## config.mk

```make
export PLATFORM = sky130hd
export DESIGN_NAME = fm_chip_timer_unit
export DESIGN_NICKNAME = d
export VERILOG_FILES = /design/src/fct_pkg.sv /design/src/fct_timer_core.sv /design/src/fm_chip_timer_unit.sv
export SDC_FILE = /design/constraint.sdc
export NUM_CORES = 1
export LEC_CHECK = 0
export ABC_AREA = 0
export BUFFER_PORTS_ARGS = -buffer_cell sky130_fd_sc_hd__buf_2
export CAP_MARGIN = 0
export CORE_UTILIZATION = 55
export CTS_CLUSTER_DIAMETER = 150
export DETAILED_ROUTE_END_ITERATION = 16
export GPL_ROUTABILITY_DRIVEN = 1
export GPL_TIMING_DRIVEN = 0
export PLACE_DENSITY = 0.73
export SYNTH_ARGS = -nofsm -noshare
export SYNTH_HDL_FRONTEND = slang
export SYNTH_HIERARCHICAL = 1
export SYNTH_SLANG_ARGS = --single-unit
```

## constraint.sdc

```tcl
create_clock -name aclk -period 3.5 [get_ports aclk]
set_input_delay 0.35 -clock aclk [delete_from_list [all_inputs] [get_ports aclk]]
set_output_delay 0.35 -clock aclk [all_outputs]
set_load 0.005 [all_outputs]
```

## src/fct_pkg.sv

```systemverilog
package fct_pkg;

    // Command codes on the input channel
    localparam logic [1:0] CMD_WRITE = 2'd0;
    localparam logic [1:0] CMD_READ  = 2'd1;
    localparam logic [1:0] CMD_TICK  = 2'd2;

    // Bus address of the status read
    localparam logic [1:0] ADDR_STATUS = 2'd0;

    // Timer registers, port 0
    localparam logic [7:0] REG_TA_HI = 8'h24;
    localparam logic [7:0] REG_TA_LO = 8'h25;
    localparam logic [7:0] REG_TB    = 8'h26;
    localparam logic [7:0] REG_CTRL  = 8'h27;

    // Control bits 7..6 value that selects CSM
    localparam logic [1:0] CSM_SEL = 2'b10;

    localparam int PER_A_W = 10;
    localparam int PER_B_W = 8;
    localparam int CNT_A_W = 11;
    localparam int CNT_B_W = 13;

    // Timer A reload base, 1024
    localparam logic [CNT_A_W-1:0] BASE_A = 11'd1024;
    // Timer B reload base, 256, before the x16 prescale
    localparam logic [PER_B_W:0]   BASE_B = 9'd256;

    typedef struct packed {
        logic [1:0] command;
        logic [1:0] address;
        logic [7:0] write_data;
    } item_t;

    typedef struct packed {
        logic [7:0] read_data;
        logic       csm_key_on;
    } result_t;

endpackage

```

## src/fct_timer_core.sv

```systemverilog
module fct_timer_core (
    input  logic             aclk,
    input  logic             aresetn,
    input  logic             fire,
    input  fct_pkg::item_t   item,
    output fct_pkg::result_t res
);
    import fct_pkg::*;

    logic [7:0]         register_latch_reg, register_latch_next;
    logic               port_latch_reg, port_latch_next;
    logic [PER_A_W-1:0] period_a_reg, period_a_next;
    logic [PER_B_W-1:0] period_b_reg, period_b_next;
    logic [CNT_A_W-1:0] count_a_reg, count_a_next;
    logic [CNT_B_W-1:0] count_b_reg, count_b_next;
    logic [1:0]         running_reg, running_next;
    logic [1:0]         flag_enable_reg, flag_enable_next;
    logic [1:0]         status_flags_reg, status_flags_next;
    logic               csm_mode_reg, csm_mode_next;

    logic [CNT_A_W-1:0] reload_a;
    logic [CNT_B_W-1:0] reload_b;
    logic [CNT_A_W-1:0] count_a_dec;
    logic [CNT_B_W-1:0] count_b_dec;

    assign reload_a    = BASE_A - {1'b0, period_a_reg};
    assign reload_b    = {BASE_B - {1'b0, period_b_reg}, 4'b0000};
    assign count_a_dec = count_a_reg - {{(CNT_A_W-1){1'b0}}, 1'b1};
    assign count_b_dec = count_b_reg - {{(CNT_B_W-1){1'b0}}, 1'b1};

    always_comb begin
        register_latch_next = register_latch_reg;
        port_latch_next     = port_latch_reg;
        period_a_next       = period_a_reg;
        period_b_next       = period_b_reg;
        count_a_next        = count_a_reg;
        count_b_next        = count_b_reg;
        running_next        = running_reg;
        flag_enable_next    = flag_enable_reg;
        status_flags_next   = status_flags_reg;
        csm_mode_next       = csm_mode_reg;
        res                 = '0;

        if (fire) begin
            case (item.command)
                CMD_WRITE: begin
                    if (!item.address[0]) begin
                        register_latch_next = item.write_data;
                        port_latch_next     = item.address[1];
                    end else if (!port_latch_reg) begin
                        case (register_latch_reg)
                            REG_TA_HI: period_a_next = {item.write_data, period_a_reg[1:0]};
                            REG_TA_LO: period_a_next = {period_a_reg[PER_A_W-1:2],
                                                        item.write_data[1:0]};
                            REG_TB:    period_b_next = item.write_data;
                            REG_CTRL: begin
                                // a change of a start bit reloads that counter
                                if (running_reg[0] != item.write_data[0]) begin
                                    running_next[0] = item.write_data[0];
                                    count_a_next    = reload_a;
                                end
                                if (running_reg[1] != item.write_data[1]) begin
                                    running_next[1] = item.write_data[1];
                                    count_b_next    = reload_b;
                                end
                                flag_enable_next = item.write_data[3:2];
                                if (item.write_data[4]) status_flags_next[0] = 1'b0;
                                if (item.write_data[5]) status_flags_next[1] = 1'b0;
                                csm_mode_next = (item.write_data[7:6] == CSM_SEL);
                            end
                            default: ;
                        endcase
                    end
                end
                CMD_READ: begin
                    if (item.address == ADDR_STATUS) begin
                        res.read_data = {6'b000000, status_flags_reg};
                    end
                end
                CMD_TICK: begin
                    if (running_reg[0]) begin
                        count_a_next = count_a_dec;
                        if (count_a_dec == '0) begin
                            count_a_next = reload_a;
                            if (flag_enable_reg[0]) status_flags_next[0] = 1'b1;
                            res.csm_key_on = csm_mode_reg;
                        end
                    end
                    if (running_reg[1]) begin
                        count_b_next = count_b_dec;
                        if (count_b_dec == '0) begin
                            count_b_next = reload_b;
                            if (flag_enable_reg[1]) status_flags_next[1] = 1'b1;
                        end
                    end
                end
                default: ;
            endcase
        end
    end

    always_ff @(posedge aclk) begin
        if (!aresetn) begin
            register_latch_reg <= '0;
            port_latch_reg     <= 1'b0;
            period_a_reg       <= '0;
            period_b_reg       <= '0;
            count_a_reg        <= '0;
            count_b_reg        <= '0;
            running_reg        <= '0;
            flag_enable_reg    <= '0;
            status_flags_reg   <= '0;
            csm_mode_reg       <= 1'b0;
        end else begin
            register_latch_reg <= register_latch_next;
            port_latch_reg     <= port_latch_next;
            period_a_reg       <= period_a_next;
            period_b_reg       <= period_b_next;
            count_a_reg        <= count_a_next;
            count_b_reg        <= count_b_next;
            running_reg        <= running_next;
            flag_enable_reg    <= flag_enable_next;
            status_flags_reg   <= status_flags_next;
            csm_mode_reg       <= csm_mode_next;
        end
    end

`ifndef SYNTHESIS
    // counters only move on a tick or a control write
    a_cnt_hold: assert property (@(posedge aclk) disable iff (!aresetn)
        (fire && item.command == CMD_READ) |=> ($stable(count_a_reg) && $stable(count_b_reg)))
        else $error("timer counter moved on a read");

    // a flag can only rise while it is enabled
    a_flag_en: assert property (@(posedge aclk) disable iff (!aresetn)
        $rose(status_flags_reg[0]) |-> $past(flag_enable_reg[0]))
        else $error("timer A flag set while disabled");

    // key-on needs CSM mode and a running timer A
    a_key_csm: assert property (@(posedge aclk) disable iff (!aresetn)
        res.csm_key_on |-> (fire && csm_mode_reg && running_reg[0]
                            && item.command == CMD_TICK))
        else $error("CSM key-on without CSM tick");
`endif

endmodule

```

## src/fm_chip_timer_unit.sv

```systemverilog
// Timer section of an FM sound chip: Timer A, Timer B, status flags and CSM.
// Input channel (s_*): one item per bus write, bus read or sample tick.
//   s_command 0 = write, 1 = read, 2 = sample tick; s_address bit0 selects
//   address latch (0) or data (1), bit1 the port.
// Result channel (m_*): exactly one item per input item, in order.
//   m_read_data is the status byte on a read of address 0, else 0;
//   m_csm_key_on pulses when Timer A overflows on a tick in CSM mode.
// Throughput: one item per cycle while m_ready is high; the input
//   register and the result register each hold one item, and the timer
//   state updates as an item moves from the first into the second.
// Reset (aresetn low, synchronous): all timer state, latches and the valid
//   bits of both pipeline registers clear; no result is pending afterwards.
// Stall: while m_ready is low the result is held; one more item is taken
//   into the input register, then s_ready drops until the result drains.
module fm_chip_timer_unit (
    input  logic       aclk,
    input  logic       aresetn,
    input  logic       s_valid,
    output logic       s_ready,
    input  logic [1:0] s_command,
    input  logic [1:0] s_address,
    input  logic [7:0] s_write_data,
    output logic       m_valid,
    input  logic       m_ready,
    output logic [7:0] m_read_data,
    output logic       m_csm_key_on
);
    import fct_pkg::*;

    // input register
    logic    in_valid_reg, in_valid_next;
    item_t   in_item_reg;

    // result register
    logic    out_valid_reg, out_valid_next;
    result_t out_res_reg;

    result_t core_res;
    logic    advance;   // item moves from input register into result register

    assign advance = in_valid_reg && (!out_valid_reg || m_ready);
    assign s_ready = !in_valid_reg || advance;

    assign in_valid_next  = (s_valid && s_ready) || (in_valid_reg && !advance);
    assign out_valid_next = advance || (out_valid_reg && !m_ready);

    fct_timer_core u_core (
        .aclk    (aclk),
        .aresetn (aresetn),
        .fire    (advance),
        .item    (in_item_reg),
        .res     (core_res)
    );

    always_ff @(posedge aclk) begin
        if (!aresetn) begin
            in_valid_reg  <= 1'b0;
            out_valid_reg <= 1'b0;
        end else begin
            in_valid_reg  <= in_valid_next;
            out_valid_reg <= out_valid_next;
        end
    end

    // payload registers, no reset needed
    always_ff @(posedge aclk) begin
        if (s_valid && s_ready) begin
            in_item_reg.command    <= s_command;
            in_item_reg.address    <= s_address;
            in_item_reg.write_data <= s_write_data;
        end
        if (advance) begin
            out_res_reg <= core_res;
        end
    end

    assign m_valid      = out_valid_reg;
    assign m_read_data  = out_res_reg.read_data;
    assign m_csm_key_on = out_res_reg.csm_key_on;

`ifndef SYNTHESIS
    // with the result register empty the input side never stalls
    a_no_stall: assert property (@(posedge aclk) disable iff (!aresetn)
        !out_valid_reg |-> s_ready)
        else $error("input stalled with result register empty");

    // a held item moves on once the result register is free
    a_drain: assert property (@(posedge aclk) disable iff (!aresetn)
        (in_valid_reg && !out_valid_reg) |=> out_valid_reg)
        else $error("item lost between input and result registers");

    // a stalled result keeps its value
    a_res_hold: assert property (@(posedge aclk) disable iff (!aresetn)
        (out_valid_reg && !m_ready) |=> $stable(out_res_reg))
        else $error("result changed while stalled");
`endif

endmodule
```

==> results of run 1 <==
## placed cells by master, fill, tap and decap left out, types with 7 or more instances in the layout
| cell | count |
|---|---|
| buf_2 | 32 |
| nor2_1 | 32 |
| dfxtp_1 | 60 |
| xor2_1 | 13 |
| o21ai_0 | 18 |
| a21oi_1 | 52 |
| nor4_1 | 8 |
| xnor2_1 | 9 |
| clkbuf_8 | 9 |
| nor2b_1 | 9 |
| clkbuf_1 | 21 |
| or3_1 | 8 |
| nand3_1 | 23 |
| edfxtp_1 | 21 |
| nor3_1 | 16 |
| nand4_1 | 7 |
| buf_4 | 7 |
| inv_1 | 12 |
| a31oi_1 | 9 |
| nand2_1 | 71 |
## cells by family after synthesis
group	after synthesis
simple gates	215
mux	4
buf+inv	48
other cells	1
xor+xnor	22
flops	81
fa+ha+maj	6
compound gates	127
## cell usage after synthesis, types with 3 or more instances
master and instances:
nor4_1 8, or2_2 6, xnor2_1 9, and4b_1 3, nand4_1 7, o22ai_1 3, ha_1 6, nor3b_1 3
or3_1 8, or4_1 4, o211ai_1 3, nand4b_1 4, dfxtp_1 60, edfxtp_1 21, xor2_1 13, o21a_1 4
inv_1 12, nor2_1 32, clkbuf_1 20, o31ai_1 3, o21ai_0 18, a21o_1 3, nand2_1 71, nand2b_1 5
a22oi_1 3, a221oi_1 4, a21oi_1 52, mux2i_1 4, buf_2 6, buf_4 7, a31oi_1 9, nand3_1 23
a2bb2oi_1 3, nor2b_1 10, nor3_1 16
## path summary, 6_finish.rpt
| check | start | endpoint | slack (ns) | cells past startpoint |
|---|---|---|---|---|
| max | m_valid | u_core/period_b_reg[0] | 0.52 | 10 |
| min | s_write_data[7] | in_item_reg[7] | 0.16 | 1 |
| min reg2reg | u_core/register_latch_reg[2] | u_core/register_latch_reg[2] | 0.46 | 2 |
| max reg2reg | m_valid | u_core/period_b_reg[0] | 0.52 | 10 |
## cell type report
class                           instances  share of cell area
Buffer                                 35              0.0362
Clock buffer                           10              0.0266
Clock inverter                          6              0.0151
Inverter                               13              0.0102
Multi-Input combinational cell        380               0.477
Sequential cell                        81               0.382
Tap cell                               99              0.0258
Timing Repair Buffer                   26              0.0271
## where the power goes
group / internal, W / switching, W / total [W]
combinational: 0.0000588 / 0.0000909 / 0.000150
sequential: 0.000981 / 0.0000203 / 0.00100
clock: 0.000339 / 0.000365 / 0.000704
total: 0.00138 / 0.000476 / 0.00186
## critical path, cell delays in order (launching register included)
cell and delay (ns):
dfxtp_1 0.36, nor2b_4 0.15, nor2b_2 0.48, nand2b_1 0.21
or3b_2 0.49, clkbuf_1 0.20, nor3_1 0.29, and2_1 0.17
clkbuf_1 0.29, nand2_1 0.11, a21oi_1 0.15
## metal layers
metal  global-route usage  share of wire  vias to the layer above
li1                     -              -                     1898
met3               0.0396          0.053                       12
met5                    0              0                        -
met2                0.437           0.49                      125
met4                0.106          0.012                        0
met1                0.337           0.45                     1795
## through the flow
| stage | std cells | area [µm²] | hold slack (ns) | worst slack [ns] |
|---|---|---|---|---|
| detailed placement | 634 | 4600 | 0.449 | 0.211 |
| global placement | 634 | 4600 | 0.443 | 0.392 |
| global route | 650 | 4800 | 0.154 | 0.234 |
| floorplan | 509 | 4340 | 0.431 | 0.866 |
| CTS | 650 | 4800 | 0.153 | 0.218 |
| finish | 650 | 4800 | 0.164 | 0.517 |
==> results.json, run 1 <==
{
  "endpoint_kind": "flop",
  "overflow": 0,
  "synth_xor_area_frac": 0.0446,
  "tightest_slew_ns": 1.02,
  "drive_gt1_frac": 0.140,
  "yosys.cell_types.count": 70,
  "grt_max_degree": 16,
  "wl_per_cell_um": 15.6,
  "arrival_ns": 3.26,
  "post-cts-setup-buffer-count": 0,
  "clockBufferDepth": 2,
  "netlist_instances": 504,
  "num_vias": 3830,
  "power_w": 0.00186,
  "ys_ff_latch": 81,
  "avgSynthCellArea_um2": 8.58,
  "seqCellArea_mm2": 0.00183,
  "first_pass_iters": 5,
  "synthMuxAreaShare": 0.00926,
  "grt_pass1_vias": 3727,
  "fmax_ghz": 0.335,
  "ys_seq_area_frac": 0.424,
  "boundaryPins": 27,
  "cp_max_fo": 12,
  "finalCriticalPeriod_ns": 2.98,
  "clkTransAtPathRegs_ns": 0.09,
  "largest_reg_flops": 13,
  "fin_skew_ns": 0.00972,
  "p_per_area_mw_per_mm2": 386,
  "numPortBuffers": 26,
  "synth_area_leaders": "dfxtp_1 (28%), edfxtp_1 (15%), nand2_1 (6.2%), a21oi_1 (6.0%), nor2_1 (2.8%)",
  "cts_sinks": 81,
  "n_fill_cell": 625,
  "slew-limit-headroom": 0.323,
  "setup_viol": 0,
  "design.die.area_mm2": 0.00822,
  "cts_resized": 0,
  "antennaDiodeCount": 0,
  "synth-simple-area-share": 0.262,
  "grt_pass1_wl_mm": 17.2,
  "slew_violations": 0,
  "place_congestion": 0.902,
  "async_flop_share": 0,
  "ir_drop_uv": 268,
  "postCtsHoldBufs": 0,
  "yosysTopAreaCell": "dfxtp_1",
  "hold_viol": 0,
  "dieHeight_um": 90.7,
  "drt_iter0_drc": 230,
  "cp.required_ns": 3.78,
  "hpwlAfterDp_mm": 7.27,
  "setup-tns-final_ns": 0,
  "ys.warnings.count": 6,
  "p_leak_nw": 1.86,
  "synthFlopType": "dfxtp_1",
  "startpoint_type": "flop",
  "die_w_um": 90.7,
  "synth_edf_count": 21,
  "synth_top_area_frac": 0.278,
  "maxCapViolations": 0,
  "area_delta_synth_final_pct": 11.0,
  "core_mm2": 0.00741,
  "root_buffer": "clkbuf_8",
  "synth_compound_area_frac": 0.191,
  "synth_top_family_by_area": "simple AND/OR/NAND/NOR gates",
  "final_nets": 568,
  "period_share": 0.852,
  "outcome": "completed",
  "cts_buffers": 9,
  "final_util": 0.648,
  "cts_tree": "built",
  "rows": 31,
  "avgViaCountPerCell": 5.89,
  "rsz0062_at_grt": "false",
  "path_class": "reg2reg",
  "synth_area_mm2": 0.00432,
  "antenna_left": 0,
  "hold_class": "in2reg",
  "grt_usage": 0.261,
  "start_util": 0.584,
  "htreeDepth": 3,
  "route.detailed.drc": 0,
  "antenna_found_initial": 0,
  "multi_input_area_mm2": 0.00229,
  "drt_wl_total_mm": 10.2,
  "clkLatencyLatePin_ns": 0.35,
  "synthAdderAreaFrac": 0.0174
}
No activity file was read; power rests on OpenSTA's default activity.
==> inputs of run 2 (changes only) <==
- CORE_UTILIZATION: 55 -> 40
- PLACE_DENSITY: 0.73 -> default
==> results.json, run 2 (synthesized netlist as in run 1, its figures left out) <==
{
  "cp_slowest_stage_delay_ns": 0.60,
  "grt_max_degree": 14,
  "rows": 37,
  "cp_max_fo": 10,
  "boundaryPins": 27,
  "clkTransAtPathRegs_ns": 0.08,
  "dieHeight_um": 106,
  "area_delta_synth_final_pct": 11.2,
  "crit_slowest_cell": "o31ai_2",
  "rsz0062_at_grt": "false",
  "root_buffer": "clkbuf_8",
  "hold_class": "in2reg",
  "period_share": 0.833,
  "final_util": 0.462,
  "cts_sinks": 81,
  "drive_gt1_frac": 0.138,
  "core_mm2": 0.0104,
  "die_w_um": 106,
  "antenna_found_initial": 0,
  "maxCapViolations": 0,
  "cp.required_ns": 3.79,
  "drt_wl_total_mm": 10.4,
  "drt_iter0_drc": 226,
  "slew_violations": 0,
  "hpwlAfterDp_mm": 7.41,
  "numPortBuffers": 26,
  "grt_usage": 0.198,
  "final_common_cell": "nand2_1",
  "place_congestion": 0.847,
  "crit_chain": "inv_1, ha_1, or4b_1, o22ai_1, a31oi_2, o31ai_2, buf_4, nand3_1, a31oi_1",
  "ir_drop_uv": 301,
  "final_cell_mix": "nand2_1 (71), dfxtp_1 (60), a21oi_1 (52)",
  "num_vias": 3760,
  "route.detailed.drc": 0,
  "wl_per_cell_um": 15.2,
  "p_leak_nw": 1.85,
  "grt_pass1_vias": 3556,
  "grt_pass1_wl_mm": 17.3,
  "arrival_ns": 3.21,
  "first_pass_iters": 5,
  "setup_viol": 0,
  "worst-path-buf-inv": 2,
  "place_area_mm2": 0.00464,
  "outcome": "completed",
  "p_per_area_mw_per_mm2": 363,
  "path_class": "reg2reg",
  "startpoint_type": "flop",
  "overflow": 0,
  "setup-tns-final_ns": 0,
  "final_nets": 568,
  "antennaDiodeCount": 0,
  "antenna_left": 0,
  "cts_tree": "built",
  "postCtsHoldBufs": 0,
  "holdWs_ns": 0.158,
  "clockBufferDepth": 2,
  "slew-limit-headroom": 0.318,
  "design.die.area_mm2": 0.0112,
  "cts_buffers": 9,
  "hold_viol": 0,
  "cpLargestDelayFamily": "compound AO/OA/AOI/OAI gates",
  "endpoint_kind": "flop",
  "start_util": 0.415,
  "tightest_slew_ns": 1.02,
  "n_fill_cell": 1032,
  "avgViaCountPerCell": 5.47,
  "clkLatencyLatePin_ns": 0.36,
  "htreeDepth": 3,
  "fmax_ghz": 0.343,
  "final_area_mm2": 0.00481,
  "fin_skew_ns": 0.00980,
  "largest_reg_flops": 13,
  "finalCriticalPeriod_ns": 2.92
}
[run 2: cell types whose count changed in the layout (fill, tap and decap cells not counted)]
cell,delta
bufinv_16,-1
clkinv_1,+1
clkinv_2,+3
inv_6,-3
[run 2: final timing paths]
check | to | cells after the start | slack [ns] | startpoint
setup / recovery | u_core/count_a_reg[8] | 9 | 0.58 | u_core/count_a_reg[0]
hold / removal | in_item_reg[11] | 1 | 0.16 | s_command[1]
setup reg to reg | u_core/count_a_reg[8] | 9 | 0.58 | u_core/count_a_reg[0]
hold reg to reg | u_core/register_latch_reg[2] | 2 | 0.45 | u_core/register_latch_reg[2]
[run 2: metrics by stage]
stage	worst slack [ns]	power, W	cells
finish	0.584	0.00175	687
global route	0.295	0.00183	687
CTS	0.310	0.00177	687
detailed placement	0.299	0.00117	671
global placement	0.349	0.00117	671
floorplan	0.866	0.00112	509
[run 2: area by class of cell]
cell class / instances / area (µm²) / area share
Tap cell: 136 / 170 / 0.0354
Clock inverter: 6 / 35.0 / 0.00729
Inverter: 13 / 48.8 / 0.0101
Buffer: 35 / 174 / 0.0362
Sequential cell: 81 / 1830 / 0.381
Clock buffer: 10 / 128 / 0.0265
Multi-Input combinational cell: 380 / 2290 / 0.476
Timing Repair Buffer: 26 / 130 / 0.0271
[run 2: repair_timing]
action | 4_1_cts | 5_1_grt
setup endpoints to repair | 0 | 7
setup buffers | 0 | 0
gates resized for setup | 0 | 1
[run 2: worst reg2reg max path: stages, from the launching register on]
cell and delay, ns:
dfxtp_1 0.47, inv_1 0.08, ha_1 0.28, or4b_1 0.48, o22ai_1 0.19, a31oi_2 0.15
o31ai_2 0.60, buf_4 0.29, nand3_1 0.14, a31oi_1 0.19
[run 2: power by group]
part           switching (W)  internal (W)
Clock               0.000344      0.000253
Sequential         0.0000202      0.000981
Combinational      0.0000900     0.0000587
[run 2: routing by layer]
metal | track usage | routed length [µm] | vias up
met2 | 0.323 | 4960 | 67
met3 | 0.0251 | 421 | 17
met5 | 0 | 0 | -
met4 | 0.0972 | 226 | 0
met1 | 0.260 | 4820 | 1774
li1 | - | - | 1902
==> inputs of run 3 (changes only) <==
- ABC_AREA: 0 -> 1
- clock period: 3.5 -> 2.7 ns (I/O delays scaled with it)
==> results.json, run 3 <==
{
  "drive_gt1_frac": 0.194,
  "hp-start": "s_write_data[3]",
  "whs_path_depth": 1,
  "final_cell_mix": "nand2_1 (95), nor2_1 (81), inv_1 (76)",
  "fmax_ghz": 0.419,
  "fin_cells": 759,
  "setup_viol": 0,
  "synthFlopType": "dfxtp_1",
  "dieHeight_um": 108,
  "ir_drop_uv": 328,
  "setup_slack_ns": 0.315,
  "core_mm2": 0.0108,
  "async_flop_share": 0,
  "rsz0062_at_grt": "false",
  "grt_max_degree": 16,
  "ys_ff_latch": 81,
  "crit_top_cell": "nor2_1",
  "final_nets": 636,
  "avgViaCountPerCell": 4.76,
  "die_w_um": 108,
  "yosysTopAreaCell": "dfxtp_1",
  "maxCapViolations": 0,
  "hpwlAfterDp_mm": 7.21,
  "num_vias": 3615,
  "largest_reg_flops": 13,
  "cpLargestDelayFamily": "simple AND/OR/NAND/NOR gates",
  "synth_top_area_frac": 0.270,
  "grt_usage": 0.183,
  "crit_chain": "inv_1, a21oi_2, nand4_2, nor4_4, buf_2, nor2_1, a21oi_1, nor2_1",
  "finalCriticalPeriod_ns": 2.39,
  "synth_area_mm2": 0.00445,
  "arrival_ns": 2.61,
  "r2r_end": "u_core/period_a_reg[5]",
  "fin_skew_ns": 0.00692,
  "cp_max_fo": 14,
  "htreeDepth": 3,
  "path_class": "reg2reg",
  "antennaDiodeCount": 0,
  "place_ws_ns": -0.266,
  "ys.warnings.count": 6,
  "yosys.cell_count.top_type": "nand2_1",
  "boundaryPins": 27,
  "drt_iter0_drc": 150,
  "startpoint_type": "flop",
  "worst-path-buf-inv": 2,
  "netlist_instances": 572,
  "root_buffer": "clkbuf_8",
  "holdPathEnd": "in_item_reg[3]",
  "r2r_cells": 8,
  "reg2reg_from": "in_valid_reg",
  "cp_slowest_stage_delay_ns": 0.60,
  "rows": 38,
  "hold_class": "in2reg",
  "area_delta_synth_final_pct": 11.9,
  "cts_sinks": 81,
  "place_congestion": 0.810,
  "numPortBuffers": 26,
  "overflow": 0,
  "drt_wl_total_mm": 9.67,
  "synthTopCellsByCount": "nand2_1 (95), nor2_1 (81), inv_1 (76)",
  "cts_tree": "built",
  "cts_buffers": 9,
  "n_fill_cell": 1104,
  "p_per_area_mw_per_mm2": 508,
  "period_share": 0.883,
  "avgSynthCellArea_um2": 7.79,
  "endpoint_kind": "flop",
  "clkTransAtPathRegs_ns": 0.09,
  "start_util": 0.411,
  "final_common_cell": "nand2_1",
  "p_leak_nw": 2.13,
  "route.detailed.drc": 0,
  "antenna_found_initial": 0,
  "synth_edf_count": 21,
  "slew_violations": 0,
  "cp.required_ns": 2.93,
  "outcome": "completed",
  "antenna_left": 0,
  "ys_seq_area_frac": 0.411,
  "grt_pass1_wl_mm": 16.3,
  "first_pass_iters": 4,
  "post-cts-setup-buffer-count": 0,
  "dp_cells": 743,
  "hold_viol": 0,
  "r2r_slack_ns": 0.31,
  "wl_per_cell_um": 12.7,
  "grt_pass1_vias": 3419,
  "tightest_slew_ns": 0.855,
  "clkLatencyLatePin_ns": 0.35,
  "yosys.cell_types.count": 45,
  "slew-limit-headroom": 0.430,
  "design.die.area_mm2": 0.0116,
  "crit_slowest_cell": "a21oi_2",
  "clockBufferDepth": 2,
  "synth_area_leaders": "dfxtp_1 (27%), edfxtp_1 (14%), nand2_1 (8.0%), nor2_1 (6.8%), inv_1 (6.4%)"
}
## run 3: layer usage
metal | vias up | share of wire | track usage
met5 | - | 0 | 0
met4 | 0 | 0.0071 | 0.0499
met3 | 6 | 0.046 | 0.0381
met2 | 47 | 0.48 | 0.310
met1 | 1637 | 0.47 | 0.234
li1 | 1925 | - | -
## run 3: power by group
part	leakage, nW	internal, W	switching [W]	total, W
clock network	0.103	0.000438	0.000476	0.000915
registers	0.687	0.00128	0.0000265	0.00130
logic	1.34	0.000108	0.000205	0.000313
## run 3: worst reg2reg max path: cells and delay by family (launching register included)
kind / cells / cell delay, ns
and+or+nand+nor: 4 / 0.85
AOI/OAI and AO/OA: 2 / 0.71
DFF: 1 / 0.35
buffers and inverters: 2 / 0.36
## run 3: how the worst max path moves through the flow
stage                       from                endpoint  slack, ns  cells past startpoint
floorplan           in_valid_reg  u_core/period_a_reg[5]       0.42                      8
global placement         m_ready  u_core/period_a_reg[5]      -0.22                      9
detailed placement       m_ready  u_core/period_a_reg[7]      -0.27                      9
CTS                 in_valid_reg  u_core/period_a_reg[5]       0.25                      8
global route        in_valid_reg  u_core/period_a_reg[7]       0.03                      8
finish              in_valid_reg  u_core/period_a_reg[5]       0.31                      8
## run 3: cell type report
cell class | count | area [µm²] | share of cell area
Multi-Input combinational cell | 393 | 2200 | 0.441
Sequential cell | 81 | 1830 | 0.367
Inverter | 82 | 308 | 0.0617
Tap cell | 140 | 175 | 0.0351
Buffer | 21 | 139 | 0.0279
Timing Repair Buffer | 26 | 130 | 0.0261
Clock buffer | 9 | 124 | 0.0248
Clock inverter | 7 | 78.8 | 0.0158
## run 3: cells by family (layout without fill, tap and decap cells)
kind of cell / Yosys count / in the layout / synth area share
buffers and inverters: 103 / 145 / 0.100
adders and majority gates: 6 / 6 / 0.0169
xor gates and xnor gates: 19 / 19 / 0.0390
muxes: 1 / 1 / 0.00225
and+or+nand+nor: 273 / 273 / 0.311
DFF: 81 / 81 / 0.411
AOI/OAI and AO/OA: 88 / 88 / 0.119
other: 1 / 6 / 0.000842
## run 3: what timing repair did
| action | in CTS | in global routing |
|---|---|---|
| resized for setup | 1 | 0 |
| endpoints found under the setup margin | 49 | 0 |
| hold buffers | 0 | 0 |
## run 3: metrics by stage
step                setup TNS (ns)  total power (W)   util  instance area [µm²]  hold WS [ns]
finish                           0          0.00253  0.460                 4980        0.0866
global route                     0          0.00266  0.460                 4980        0.0548
CTS                              0          0.00257  0.460                 4980        0.0603
detailed placement           -5.42          0.00164  0.441                 4780         0.448
global placement             -3.04          0.00164  0.441                 4780         0.447
floorplan                        0          0.00156      -                 4470         0.369
